[src/sv/wpi_pkg.sv]
// ----------------------------------------------------------------------------
// wpi_pkg : shared types, constants and knot tables
// Knot ROMs for density, viscosity and heat capacity of water from 0 to
// 100 C in 10 C steps, the segment divider constants and pipeline types.
// ----------------------------------------------------------------------------
package wpi_pkg;

  // knot table geometry
  localparam int KNOT_COUNT = 11;
  localparam int KNOT_STEP  = 1000;
  localparam int SEG_W      = $clog2(KNOT_COUNT);
  localparam int TC_TOP     = (KNOT_COUNT - 1) * KNOT_STEP;
  localparam int MID_W      = $clog2(TC_TOP);
  localparam int FRAC_W     = $clog2(KNOT_STEP);

  // Kelvin to Celsius offset, in hundredths
  localparam int OFFSET_CK = 27315;
  localparam int TK_W      = 16;
  localparam int TC_W      = TK_W + 1;

  // tc / 1000 as (tc * SEG_RECIP) >> SEG_SHIFT, exact for tc below TC_TOP
  localparam int SEG_SHIFT = 23;
  localparam int SEG_RECIP = 8389;
  localparam int RECIP_W   = 14;
  localparam int SEGP_W    = MID_W + RECIP_W;

  // rounding divide by 1000 on a biased numerator
  localparam int DIV_BIAS  = 5000;
  localparam int NUM_W     = 24;
  localparam int DIV_SHIFT = 34;
  localparam int DIV_RECIP = 17179870;
  localparam int DRECIP_W  = 25;
  localparam int DIVP_W    = NUM_W + DRECIP_W;
  localparam int QUO_W     = DIVP_W - DIV_SHIFT;

  // value and slope widths shared by all three lanes
  localparam int VAL_W   = 19;
  localparam int DELTA_W = 15;
  localparam int PROD_W  = 25;

  // result field widths
  localparam int DENS_W = 17;
  localparam int VISC_W = 15;
  localparam int HEAT_W = 19;

  // lane property codes
  localparam logic [1:0] PROP_DENSITY   = 2'd0;
  localparam logic [1:0] PROP_VISCOSITY = 2'd1;
  localparam logic [1:0] PROP_HEAT      = 2'd2;

  // pipeline stage count and per-stage advance enables
  localparam int PIPE_DEPTH = 6;
  typedef logic [PIPE_DEPTH-1:0] pipe_en_t;

  typedef logic [VAL_W-1:0] knot_t;

  localparam knot_t DENSITY_ROM [KNOT_COUNT] = '{
    19'd99984, 19'd99970, 19'd99821, 19'd99565, 19'd99222, 19'd98804,
    19'd98320, 19'd97776, 19'd97179, 19'd96531, 19'd95835
  };
  localparam knot_t VISCOSITY_ROM [KNOT_COUNT] = '{
    19'd17914, 19'd13060, 19'd10016, 19'd7972, 19'd6527, 19'd5465,
    19'd4660, 19'd4035, 19'd3540, 19'd3142, 19'd2816
  };
  localparam knot_t HEAT_ROM [KNOT_COUNT] = '{
    19'd421900, 19'd419500, 19'd418400, 19'd418000, 19'd417900, 19'd418100,
    19'd418500, 19'd419000, 19'd419600, 19'd420500, 19'd421600
  };

  // knot value of one property; out-of-range indexes read zero
  function automatic knot_t knot_value(input logic [1:0] prop,
                                       input logic [SEG_W-1:0] idx);
    knot_t v;
    v = '0;
    if (32'(idx) < KNOT_COUNT) begin
      case (prop)
        PROP_DENSITY:   v = DENSITY_ROM[idx];
        PROP_VISCOSITY: v = VISCOSITY_ROM[idx];
        PROP_HEAT:      v = HEAT_ROM[idx];
        default:        v = '0;
      endcase
    end
    return v;
  endfunction

  // slope to the next knot; zero on the last knot
  function automatic logic signed [DELTA_W-1:0] knot_delta(input logic [1:0] prop,
                                                           input logic [SEG_W-1:0] idx);
    logic signed [VAL_W:0] d;
    d = '0;
    if (32'(idx) < KNOT_COUNT - 1) begin
      d = $signed({1'b0, knot_value(prop, idx + SEG_W'(1))})
        - $signed({1'b0, knot_value(prop, idx)});
    end
    return d[DELTA_W-1:0];
  endfunction

endpackage

[src/sv/water_property_interpolator_core.sv]
// ----------------------------------------------------------------------------
// water_property_interpolator_core : water properties from temperature
// Clamped linear interpolation of density, viscosity and heat capacity over
// an 11-knot table from 0 to 100 C.
//
//   channel      | handshake                         | word
//   -------------+-----------------------------------+----------------------------
//   temperature  | temperature_valid / _ready        | temperature_centikelvin
//   result       | result_valid / result_ready       | density_centi,
//                |                                   | viscosity_tenth_micro,
//                |                                   | heat_capacity_centi, clamped
//
// Six register stages; a word enters every cycle unless the output stalls.
// Each stage holds a valid bit and loads when empty or when the next stage
// loads, so bubbles close up and a stall at the output backs up one stage
// at a time. Reset clears the valid bits only.
// ----------------------------------------------------------------------------
module water_property_interpolator_core (
  input  logic                         clk,
  input  logic                         rst,
  input  logic                         temperature_valid,
  output logic                         temperature_ready,
  input  logic [wpi_pkg::TK_W-1:0]     temperature_centikelvin,
  output logic                         result_valid,
  input  logic                         result_ready,
  output logic [wpi_pkg::DENS_W-1:0]   density_centi,
  output logic [wpi_pkg::VISC_W-1:0]   viscosity_tenth_micro,
  output logic [wpi_pkg::HEAT_W-1:0]   heat_capacity_centi,
  output logic                         clamped
);

  wpi_pkg::pipe_en_t                 en;
  logic [wpi_pkg::PIPE_DEPTH-1:0]    stage_valid;
  logic [wpi_pkg::SEG_W-1:0]         seg_idx;
  logic [wpi_pkg::FRAC_W-1:0]        frac;
  logic                              seg_clamped;
  logic [2:0]                        clamped_dly;
  logic [wpi_pkg::VAL_W-1:0]         dens_val;
  logic [wpi_pkg::VAL_W-1:0]         visc_val;
  logic [wpi_pkg::VAL_W-1:0]         heat_val;

  // stage enables: load when empty or when downstream takes the word
  always_comb begin
    en[wpi_pkg::PIPE_DEPTH-1] = !stage_valid[wpi_pkg::PIPE_DEPTH-1] || result_ready;
    for (int i = wpi_pkg::PIPE_DEPTH - 2; i >= 0; i--) begin
      en[i] = !stage_valid[i] || en[i+1];
    end
  end

  // valid bits travel with the data
  always_ff @(posedge clk) begin
    if (rst) begin
      stage_valid <= '0;
    end else begin
      if (en[0]) begin
        stage_valid[0] <= temperature_valid;
      end
      for (int i = 1; i < wpi_pkg::PIPE_DEPTH; i++) begin
        if (en[i]) begin
          stage_valid[i] <= stage_valid[i-1];
        end
      end
    end
  end

  assign temperature_ready = en[0];
  assign result_valid      = stage_valid[wpi_pkg::PIPE_DEPTH-1];

  wpi_seg u_seg (
    .clk                     (clk),
    .en                      (en),
    .temperature_centikelvin (temperature_centikelvin),
    .seg_idx                 (seg_idx),
    .frac                    (frac),
    .clamped                 (seg_clamped)
  );

  wpi_lerp u_lerp_density (
    .clk     (clk),
    .en      (en),
    .prop    (wpi_pkg::PROP_DENSITY),
    .seg_idx (seg_idx),
    .frac    (frac),
    .value   (dens_val)
  );

  wpi_lerp u_lerp_viscosity (
    .clk     (clk),
    .en      (en),
    .prop    (wpi_pkg::PROP_VISCOSITY),
    .seg_idx (seg_idx),
    .frac    (frac),
    .value   (visc_val)
  );

  wpi_lerp u_lerp_heat (
    .clk     (clk),
    .en      (en),
    .prop    (wpi_pkg::PROP_HEAT),
    .seg_idx (seg_idx),
    .frac    (frac),
    .value   (heat_val)
  );

  // clamp flag delayed alongside the lanes
  always_ff @(posedge clk) begin
    if (en[3]) clamped_dly[0] <= seg_clamped;
    if (en[4]) clamped_dly[1] <= clamped_dly[0];
    if (en[5]) clamped_dly[2] <= clamped_dly[1];
  end

  assign density_centi         = dens_val[wpi_pkg::DENS_W-1:0];
  assign viscosity_tenth_micro = visc_val[wpi_pkg::VISC_W-1:0];
  assign heat_capacity_centi   = heat_val[wpi_pkg::HEAT_W-1:0];
  assign clamped               = clamped_dly[2];

endmodule

[src/sv/wpi_seg.sv]
// ----------------------------------------------------------------------------
// wpi_seg : temperature to segment index and fraction
// Stage 1 converts to Celsius and classifies, stage 2 multiplies by the
// reciprocal of the knot step, stage 3 forms index and fraction.
// ----------------------------------------------------------------------------
module wpi_seg (
  input  logic                              clk,
  input  wpi_pkg::pipe_en_t                 en,
  input  logic [wpi_pkg::TK_W-1:0]          temperature_centikelvin,
  output logic [wpi_pkg::SEG_W-1:0]         seg_idx,
  output logic [wpi_pkg::FRAC_W-1:0]        frac,
  output logic                              clamped
);

  logic signed [wpi_pkg::TC_W-1:0] tc;
  logic                            tc_low;
  logic                            tc_high;

  // stage 1 registers
  logic [wpi_pkg::MID_W-1:0]  s1_mid;
  logic                       s1_low;
  logic                       s1_high;
  logic                       s1_clamped;

  // stage 2 registers
  logic [wpi_pkg::MID_W-1:0]  s2_mid;
  logic [wpi_pkg::SEGP_W-1:0] s2_prod;
  logic                       s2_low;
  logic                       s2_high;
  logic                       s2_clamped;

  // stage 3 combinational
  logic [wpi_pkg::SEG_W-1:0]  seg_raw;
  logic [wpi_pkg::SEG_W-1:0]  seg_mid;
  logic [wpi_pkg::MID_W-1:0]  seg_base;
  logic [wpi_pkg::MID_W-1:0]  frac_mid;
  logic [wpi_pkg::SEG_W-1:0]  seg_idx_next;
  logic [wpi_pkg::FRAC_W-1:0] frac_next;

  // Celsius and range class
  always_comb begin
    tc      = $signed({1'b0, temperature_centikelvin})
            - $signed(wpi_pkg::TC_W'(wpi_pkg::OFFSET_CK));
    tc_low  = tc[wpi_pkg::TC_W-1] || (tc == '0);
    tc_high = !tc[wpi_pkg::TC_W-1] && (tc >= $signed(wpi_pkg::TC_W'(wpi_pkg::TC_TOP)));
  end

  always_ff @(posedge clk) begin
    if (en[0]) begin
      s1_low     <= tc_low;
      s1_high    <= tc_high;
      s1_clamped <= tc[wpi_pkg::TC_W-1] || (tc > $signed(wpi_pkg::TC_W'(wpi_pkg::TC_TOP)));
      s1_mid     <= (tc_low || tc_high) ? '0 : tc[wpi_pkg::MID_W-1:0];
    end
  end

  // reciprocal multiply for the segment number
  always_ff @(posedge clk) begin
    if (en[1]) begin
      s2_prod    <= wpi_pkg::SEGP_W'(s1_mid) * wpi_pkg::SEGP_W'(wpi_pkg::SEG_RECIP);
      s2_mid     <= s1_mid;
      s2_low     <= s1_low;
      s2_high    <= s1_high;
      s2_clamped <= s1_clamped;
    end
  end

  // index and fraction; end classes pick the end knot with zero fraction
  always_comb begin
    seg_raw  = s2_prod[wpi_pkg::SEG_SHIFT +: wpi_pkg::SEG_W];
    seg_mid  = (32'(seg_raw) > wpi_pkg::KNOT_COUNT - 2)
             ? wpi_pkg::SEG_W'(wpi_pkg::KNOT_COUNT - 2) : seg_raw;
    seg_base = wpi_pkg::MID_W'(seg_mid) * wpi_pkg::MID_W'(wpi_pkg::KNOT_STEP);
    frac_mid = s2_mid - seg_base;
    if (s2_low) begin
      seg_idx_next = '0;
      frac_next    = '0;
    end else if (s2_high) begin
      seg_idx_next = wpi_pkg::SEG_W'(wpi_pkg::KNOT_COUNT - 1);
      frac_next    = '0;
    end else begin
      seg_idx_next = seg_mid;
      frac_next    = frac_mid[wpi_pkg::FRAC_W-1:0];
    end
  end

  always_ff @(posedge clk) begin
    if (en[2]) begin
      seg_idx <= seg_idx_next;
      frac    <= frac_next;
      clamped <= s2_clamped;
    end
  end

endmodule

[src/sv/wpi_lerp.sv]
// ----------------------------------------------------------------------------
// wpi_lerp : one interpolation lane
// Stage 4 reads the knot and slope and multiplies by the fraction, stage 5
// divides the biased rounded numerator by 1000, stage 6 adds the base knot.
// ----------------------------------------------------------------------------
module wpi_lerp (
  input  logic                        clk,
  input  wpi_pkg::pipe_en_t           en,
  input  logic [1:0]                  prop,
  input  logic [wpi_pkg::SEG_W-1:0]   seg_idx,
  input  logic [wpi_pkg::FRAC_W-1:0]  frac,
  output logic [wpi_pkg::VAL_W-1:0]   value
);

  logic [wpi_pkg::VAL_W-1:0]         s4_lo;
  logic signed [wpi_pkg::PROD_W-1:0] s4_prod;
  logic [wpi_pkg::VAL_W-1:0]         s5_lo;
  logic [wpi_pkg::QUO_W-1:0]         s5_quo;
  logic [wpi_pkg::NUM_W-1:0]         num;
  logic [wpi_pkg::DIVP_W-1:0]        div_prod;

  // base knot and fraction times slope
  always_ff @(posedge clk) begin
    if (en[3]) begin
      s4_lo   <= wpi_pkg::knot_value(prop, seg_idx);
      s4_prod <= $signed({1'b0, frac}) * wpi_pkg::knot_delta(prop, seg_idx);
    end
  end

  // numerator kept positive by a bias of DIV_BIAS whole steps
  always_comb begin
    num      = wpi_pkg::NUM_W'(s4_prod)
             + wpi_pkg::NUM_W'(wpi_pkg::DIV_BIAS * wpi_pkg::KNOT_STEP + wpi_pkg::KNOT_STEP / 2);
    div_prod = wpi_pkg::DIVP_W'(num) * wpi_pkg::DIVP_W'(wpi_pkg::DIV_RECIP);
  end

  always_ff @(posedge clk) begin
    if (en[4]) begin
      s5_lo  <= s4_lo;
      s5_quo <= div_prod[wpi_pkg::DIVP_W-1:wpi_pkg::DIV_SHIFT];
    end
  end

  // remove the bias and add the base knot
  always_ff @(posedge clk) begin
    if (en[5]) begin
      value <= s5_lo + wpi_pkg::VAL_W'(s5_quo) - wpi_pkg::VAL_W'(wpi_pkg::DIV_BIAS);
    end
  end

endmodule
[config.mk]
export PLATFORM = sky130hd
export DESIGN_NAME = water_property_interpolator_core
export DESIGN_NICKNAME = d
export VERILOG_FILES = /design/src/sv/wpi_pkg.sv /design/src/sv/water_property_interpolator_core.sv /design/src/sv/wpi_seg.sv /design/src/sv/wpi_lerp.sv
export SDC_FILE = /design/constraint.sdc
export NUM_CORES = 2
export LEC_CHECK = 0
export BUFFER_PORTS_ARGS = -buffer_cell sky130_fd_sc_hd__buf_2
export CAP_MARGIN = 20
export CORE_MARGIN = 4
export CORE_UTILIZATION = 50
export DETAILED_ROUTE_END_ITERATION = 16
export PLACE_DENSITY = 0.73
export SYNTH_ARGS = -nofsm -noshare
export SYNTH_HDL_FRONTEND = slang
export SYNTH_HIERARCHICAL = 1
export SYNTH_SLANG_ARGS = --single-unit
[constraint.sdc]
create_clock -name clk -period 22.6 [get_ports clk]
set_input_delay 2.26 -clock clk [delete_from_list [all_inputs] [get_ports clk]]
set_output_delay 2.26 -clock clk [all_outputs]
set_load 0.02 [all_outputs]
After elaboration in Yosys (flattened, before gate mapping):

Memories as Yosys holds them, arrays and structs flattened.
Index checks and enable logic that the tools add are counted.

* add/sub/neg operators: 15
* multipliers: 8
* order comparisons: 8
* muxes and demuxes: 38
* bitwise gates (word level): 2
* reductions and logical operators: 19

Operators with widths (count)
* 2-to-1 mux 15 bit: 30
* multiplier 24 x 24 -> 48 bit (second input constant): 3
* adder 24 bit (second input constant): 3
* multiplier 11 x 15 -> 24 bit: 3
* 2-to-1 mux 19 bit: 3
* 2-to-1 mux 17 bit: 3
* subtractor 15 bit: 3
* multiplier 14 x 14 -> 27 bit (second input constant): 1
* adder 19 x 15 -> 19 bit: 1
* subtractor 19 x 13 -> 19 bit (second input constant): 1
* adder 17 x 15 -> 17 bit: 1
* greater-or-equal comparator 17 x 15 -> 1 bit (second input constant): 1
* greater-than comparator 17 x 15 -> 1 bit (second input constant): 1
* logical NOT 17 bit: 1
* subtractor 16 x 15 -> 17 bit (second input constant): 1
* subtractor 17 x 13 -> 17 bit (second input constant): 1
* adder 15 bit: 1
* subtractor 15 x 13 -> 15 bit (second input constant): 1
* less-than comparator 4 bit (second input constant): 3
* greater-or-equal comparator 5 bit (second input constant): 2
* NOT 4 -> 5 bit: 2
* subtractor 10 bit: 1
* logical OR 1 bit: 9
* 2-to-1 mux 4 bit: 2
* 6 further kinds: 12

* bits in registers: 351
* memory bits (read-only): 1824
* input bits: 20
* output and inout bits: 54
* word-level logic and storage cells: 133
* memories kept: 6

Memory list
* (name not given): depth 16, width 19, read ports 1, clocked after memory_dff 0, wr ports 0, line wpi_pkg.sv:78 `PROP_VISCOSITY: v = VISCOSITY_ROM[idx];`
* (name not given): depth 16, width 19, read ports 1, clocked after memory_dff 0, wr ports 0, line wpi_pkg.sv:78
* (name not given): depth 16, width 19, read ports 1, clocked after memory_dff 0, wr ports 0, line wpi_pkg.sv:79 `PROP_HEAT: v = HEAT_ROM[idx];`
* (name not given): depth 16, width 19, read ports 1, clocked after memory_dff 0, wr ports 0, line wpi_pkg.sv:77 `PROP_DENSITY: v = DENSITY_ROM[idx];`
* (name not given): depth 16, width 19, read ports 1, clocked after memory_dff 0, wr ports 0, line wpi_pkg.sv:77
* (name not given): depth 16, width 19, read ports 1, clocked after memory_dff 0, wr ports 0, line wpi_pkg.sv:79

Logic depth before layout (Yosys ltp):

* depth after elaboration: 12
* depth in mapped cells: 40
* depth with buffers taken out: 39

Hierarchy:

The synthesis kept the hierarchy.

By module, submodules not included
* wpi_lerp at u_lerp_heat: instances 1, cells an instance 2219, area each 20698.6 um2, sequential area each 2822.7 um2
* wpi_lerp at u_lerp_density: instances 1, cells an instance 2195, area each 20647.3 um2, sequential area each 2822.7 um2
* wpi_lerp at u_lerp_viscosity: instances 1, cells an instance 2156, area each 20512.2 um2, sequential area each 2822.7 um2
* wpi_seg: instances 1, cells an instance 464, area each 4958.5 um2, sequential area each 1471.4 um2
* water_property_interpolator_core: instances 1, cells an instance 31, area each 324.1 um2, sequential area each 210.2 um2

Worst setup path before layout:

No wires, ideal clock.

* path type: register -> register
* start point: register u_seg/seg_idx[0] in the netlist's numbering
* end point: register u_lerp_heat/s4_prod[22] in the netlist's numbering (data pin)
* library setup time: 272 ps
* arrival time: 9262 ps
* required time: 22328 ps
* setup slack: 13066 ps
* stages on the path, launching flop included: 35
* path buffers: 2
* period minus slack after synthesis: 9534 ps
* cell sequence: edfxtp_1 -> clkbuf_1 -> inv_1 -> ha_1 -> clkbuf_1 -> nand2_1 -> o211ai_1 -> a21oi_1 -> a21oi_1 -> o22a_1 -> nor2_1 -> ha_1 -> nor2b_1 -> o21ai_0 -> a21boi_0 -> o21ai_0 -> a21boi_0 -> nor3_1 -> nand2_1 -> fa_1 -> fa_1 -> fa_1 -> inv_1 -> fa_1 -> inv_1 -> fa_1 -> inv_1 -> ha_1 -> or3_1 -> a2111o_1 -> a31o_1 -> a21o_1 -> a2111o_1 -> and3_1 -> or4b_1

* cells in the longest elaborated chain, start to end: 12
* elaborated cells on any way between the ends: 22
* those cells by class: 2 x add/sub; 1 x mul; 3 x order compare; 12 x mux; 2 x bitwise; 2 x memory

RTL lines
* start: declaration: line wpi_seg.sv:10 `output logic [wpi_pkg::SEG_W-1:0] seg_idx,`
* start signal: assignment: line wpi_seg.sv:89 `seg_idx <= seg_idx_next;`
* adder 4 x 1 -> 4 bit: line wpi_pkg.sv:92 `d = $signed({1'b0, knot_value(prop, idx + SEG_W'(1))})`
* NOT 4 -> 5 bit (implied by the code): line wpi_pkg.sv:79
* memory (16 x 19 bit)
* 2-to-1 mux 15 bit (implied by the code) (2 in a row): line wpi_pkg.sv:79
* 2-to-1 mux 15 bit: line wpi_pkg.sv:75 `if (32'(idx) < KNOT_COUNT) begin`
* 2-to-1 mux 15 bit: line wpi_pkg.sv:91 `if (32'(idx) < KNOT_COUNT - 1) begin`
* 2-to-1 mux 15 bit: line wpi_lerp.sv:24 `if (en[3]) begin`
* subtractor 15 bit: line wpi_pkg.sv:93 `- $signed({1'b0, knot_value(prop, idx)});`
* 2-to-1 mux 15 bit (*): line wpi_pkg.sv:91
* 2-to-1 mux 15 bit (*): line wpi_lerp.sv:24
* multiplier 11 x 15 -> 24 bit (*): line wpi_lerp.sv:26 `s4_prod <= $signed({1'b0, frac}) * wpi_pkg::knot_delta(prop, seg_idx);`
* end signal: assignment: line wpi_lerp.sv:26
* end: declaration: line wpi_lerp.sv:16 `logic signed [wpi_pkg::PROD_W-1:0] s4_prod;`

Every way passes the cells marked *; elsewhere a longest branch is shown, timed or not. The select of a mux whose other input is x is not followed.
A chain may end at the register's enable or synchronous reset.

Worst setup path in the final report:

Ends and elaborated chain as after synthesis.

==> summary.md <==
| Metric | Value |
|---|---|
| Status | finished, final reports clean |
| Row cnt | 133 |
| GR Overflow Total | 0 |
| Clock Skew | 29.58 ps |
| Setup WS post-layout | 11,980 ps |
| Core Box Area | 131,800 µm² |
| Drt pass-1 iters | 6 |
| Clock Sinks | around 330 |
| # diodes | 0 |
| Final worst path period need | 10,620 ps |
| Crit. End Element | register |
| CP top delay family | adder cells |
| Critical Path Source Type | register |
| Worst hold endpoint | u_lerp_viscosity/s5_lo[14]$_DFFE_PP_ |
| Insertion delay to the later sink of the worst-skew pair | 590 ps |
| PortBufs | 73 |
| Die ar. | 138,900 µm² |
| Gpl congestion | 0.9063 |
| Hold_buf cts | 0 |
| Most frequent CP cell | fa_1 |
| Number of max-cap violations | 0 |
| Post-route ant nets | 0 |
| Placed cell count | between 8,000 and 9,000 |
| TritonCTS Buffers | 42 |
| # IOs | 74 |
| Setup violators final | 0 |
| Crit path DAT | 10,960 ps |
| Largest net degree at the start of global routing | 64 |
| Fmax | 94.14 MHz |
| Syn_area_per_cell | between 9 and 10 µm² |
| Final nets | between 9,000 and 10,000 |
| R2r setup slk | 11,980 ps |
| Buf/Inv on CP | 6 |
| Vias in the first global route | 51,220 |
| Total Wirelength | 155.4 mm |
| Pre-CTS WS | 11,710 ps |
| Die Height | 372.7 µm |
| Total track usage | 22.51% |
| Initial Utilization | 50.45% |
| Antenna violations before repair | 0 |
| RSZ-0062 raised after global routing | false |
| DRC | 0 |
| # Post-CTS Setup Buffers | 0 |
| Post-synthesis cell area | 66,500 µm² |
| Via count | 48,360 |
| Worst Hold Launch | u_lerp_viscosity/s4_lo[14]$_DFFE_PP_ |
| Final Slew Violations | 0 |
| Global-route wire length before repair | 258.0 mm |
| Clock Tree Buf Depth | 3 |
| Final period util | between 40% and 50% |
| Root buffer cell | clkbuf_16 |
| Dpl hpwl | 124.3 mm |
| Cells after synthesis | 7,016 |
| R2R Path End | u_lerp_heat/s4_prod[22]$_DFFE_PP_ |
| Worst hold path type | reg2reg |
| Slew HR | around 30% |
| Synth Warn # | 6 |
| Clock transition at the registers of the reported paths | approximately 60 ps |
| Share of cells above drive strength 1 | approximately 4.5% |
| Final Hold Vio Count | 0 |
| Routed len/inst | 17.48 µm |
| CTS tree | done |
| Critical Path RT | 22,940 ps |
| Routed vias/inst | ~5.4 |
| H-tree depth | 2 |
| Die X-Extent | 372.7 µm |
| Core Util, Final | a little over half |
| Max FO, Critical Path | 53 |
| Layout area overhead | 6.388% |
| Drt first-iter violations | around 3,100 |
| Setup TNS | 0 ps |
| R2r worst-path depth | 36 |
| Slowest cell on the critical path | ha_1 |
| Worst Tran Pin Value | 1040 ps |
| PostCTS Resize Cnt | 0 |
| Hold depth | 0 |
| Crit. path cell count | 36 |
| Post-Layout Cell Count | 8,890 |
| Crit path kind | reg2reg |
| FF-to-FF Start | u_seg/seg_idx[0]$_SDFFCE_PP0P_ |
| Critical path's largest stage delay | around 800 ps |
## cells in the final DEF (no fill, tap or decap), drive strengths merged, types with 16 or more instances in the layout
cell type,instances
inv,1712
ha,1209
fa,937
nand2,436
edfxtp,320
nor2,306
a21oi,302
and2,209
o21ai,198
xnor2,190
buf,171
nand3,108
xor2,86
nor3,85
a21o,75
a31oi,59
nor2b,50
and3,47
clkbuf,46
o21a,42
a211oi,36
nand4,35
conb,32
o211ai,29
o21bai,28
nand2b,27
or3,25
o31ai,22
clkinv,21
mux2i,18
or2,18
o22ai,17
nand3b,16
## per-stage QoR
stage                     cell area [µm²]  hold slack [ps]
after global placement              69310            403.2
after global routing                70740            410.6
after floorplan                     66610            400.3
after CTS                           70720            393.5
final                               70740            408.6
after detailed placement            69310            404.5
## final cells by class
type,instances,area [µm²]
sequential,326,9729
clock buffer,46,1087
inverter,1710,6421
clock inverter,29,324.1
fill,11530,61050
tap,1755,2196
multi-input combinational,4853,49890
timing repair buffer,171,1099
## worst reg2reg max path: cells and delay by family (launching register included)
family | cells | cell delay, ps
AOI/OAI and AO/OA | 14 | 3110
and+or+nand+nor | 7 | 1630
DFF | 1 | 320
adders and majority gates | 9 | 4240
buffers and inverters | 6 | 1080
## registers in the layout, indices dropped and copies added (netlist names), 17 cells and up
name                      count
u_lerp_density/s4_prod       24
u_lerp_heat/s4_prod          24
u_lerp_viscosity/s4_prod     24
u_lerp_heat/value            19
u_lerp_heat/s4_lo            18
u_lerp_heat/s5_lo            18
u_lerp_density/s4_lo         17
u_lerp_density/s5_lo         17
u_lerp_density/value         17
## worst max-delay path by stage
| stage | from | to | slack, ps |
|---|---|---|---|
| after global routing | u_seg/seg_idx[0]$_SDFFCE_PP0P_ | u_lerp_heat/s4_prod[22]$_DFFE_PP_ | 11210 |
| after detailed placement | u_seg/seg_idx[0]$_SDFFCE_PP0P_ | u_lerp_heat/s4_prod[22]$_DFFE_PP_ | 11710 |
| after global placement | u_seg/seg_idx[0]$_SDFFCE_PP0P_ | u_lerp_heat/s4_prod[22]$_DFFE_PP_ | 11830 |
| after floorplan | u_seg/seg_idx[0]$_SDFFCE_PP0P_ | u_lerp_heat/s4_prod[22]$_DFFE_PP_ | 13070 |
| after CTS | u_seg/seg_idx[0]$_SDFFCE_PP0P_ | u_lerp_heat/s4_prod[22]$_DFFE_PP_ | 11690 |
| final | u_seg/seg_idx[0]$_SDFFCE_PP0P_ | u_lerp_heat/s4_prod[22]$_DFFE_PP_ | 11980 |
## routing by layer
| layer | vias to the layer above | part of all wire [%] | track usage, % |
|---|---|---|---|
| li1 | 22810 | - | - |
| met4 | 0 | 3.8 | 8.081 |
| met3 | 319 | 5.1 | 2.895 |
| met1 | 23920 | 42 | 28.60 |
| met5 | - | 0 | 0 |
| met2 | 1315 | 49 | 39.43 |
Power is left out: the tool's default activity adds up to more than one toggle a clock period on the data nets, which glitch-free logic cannot reach.
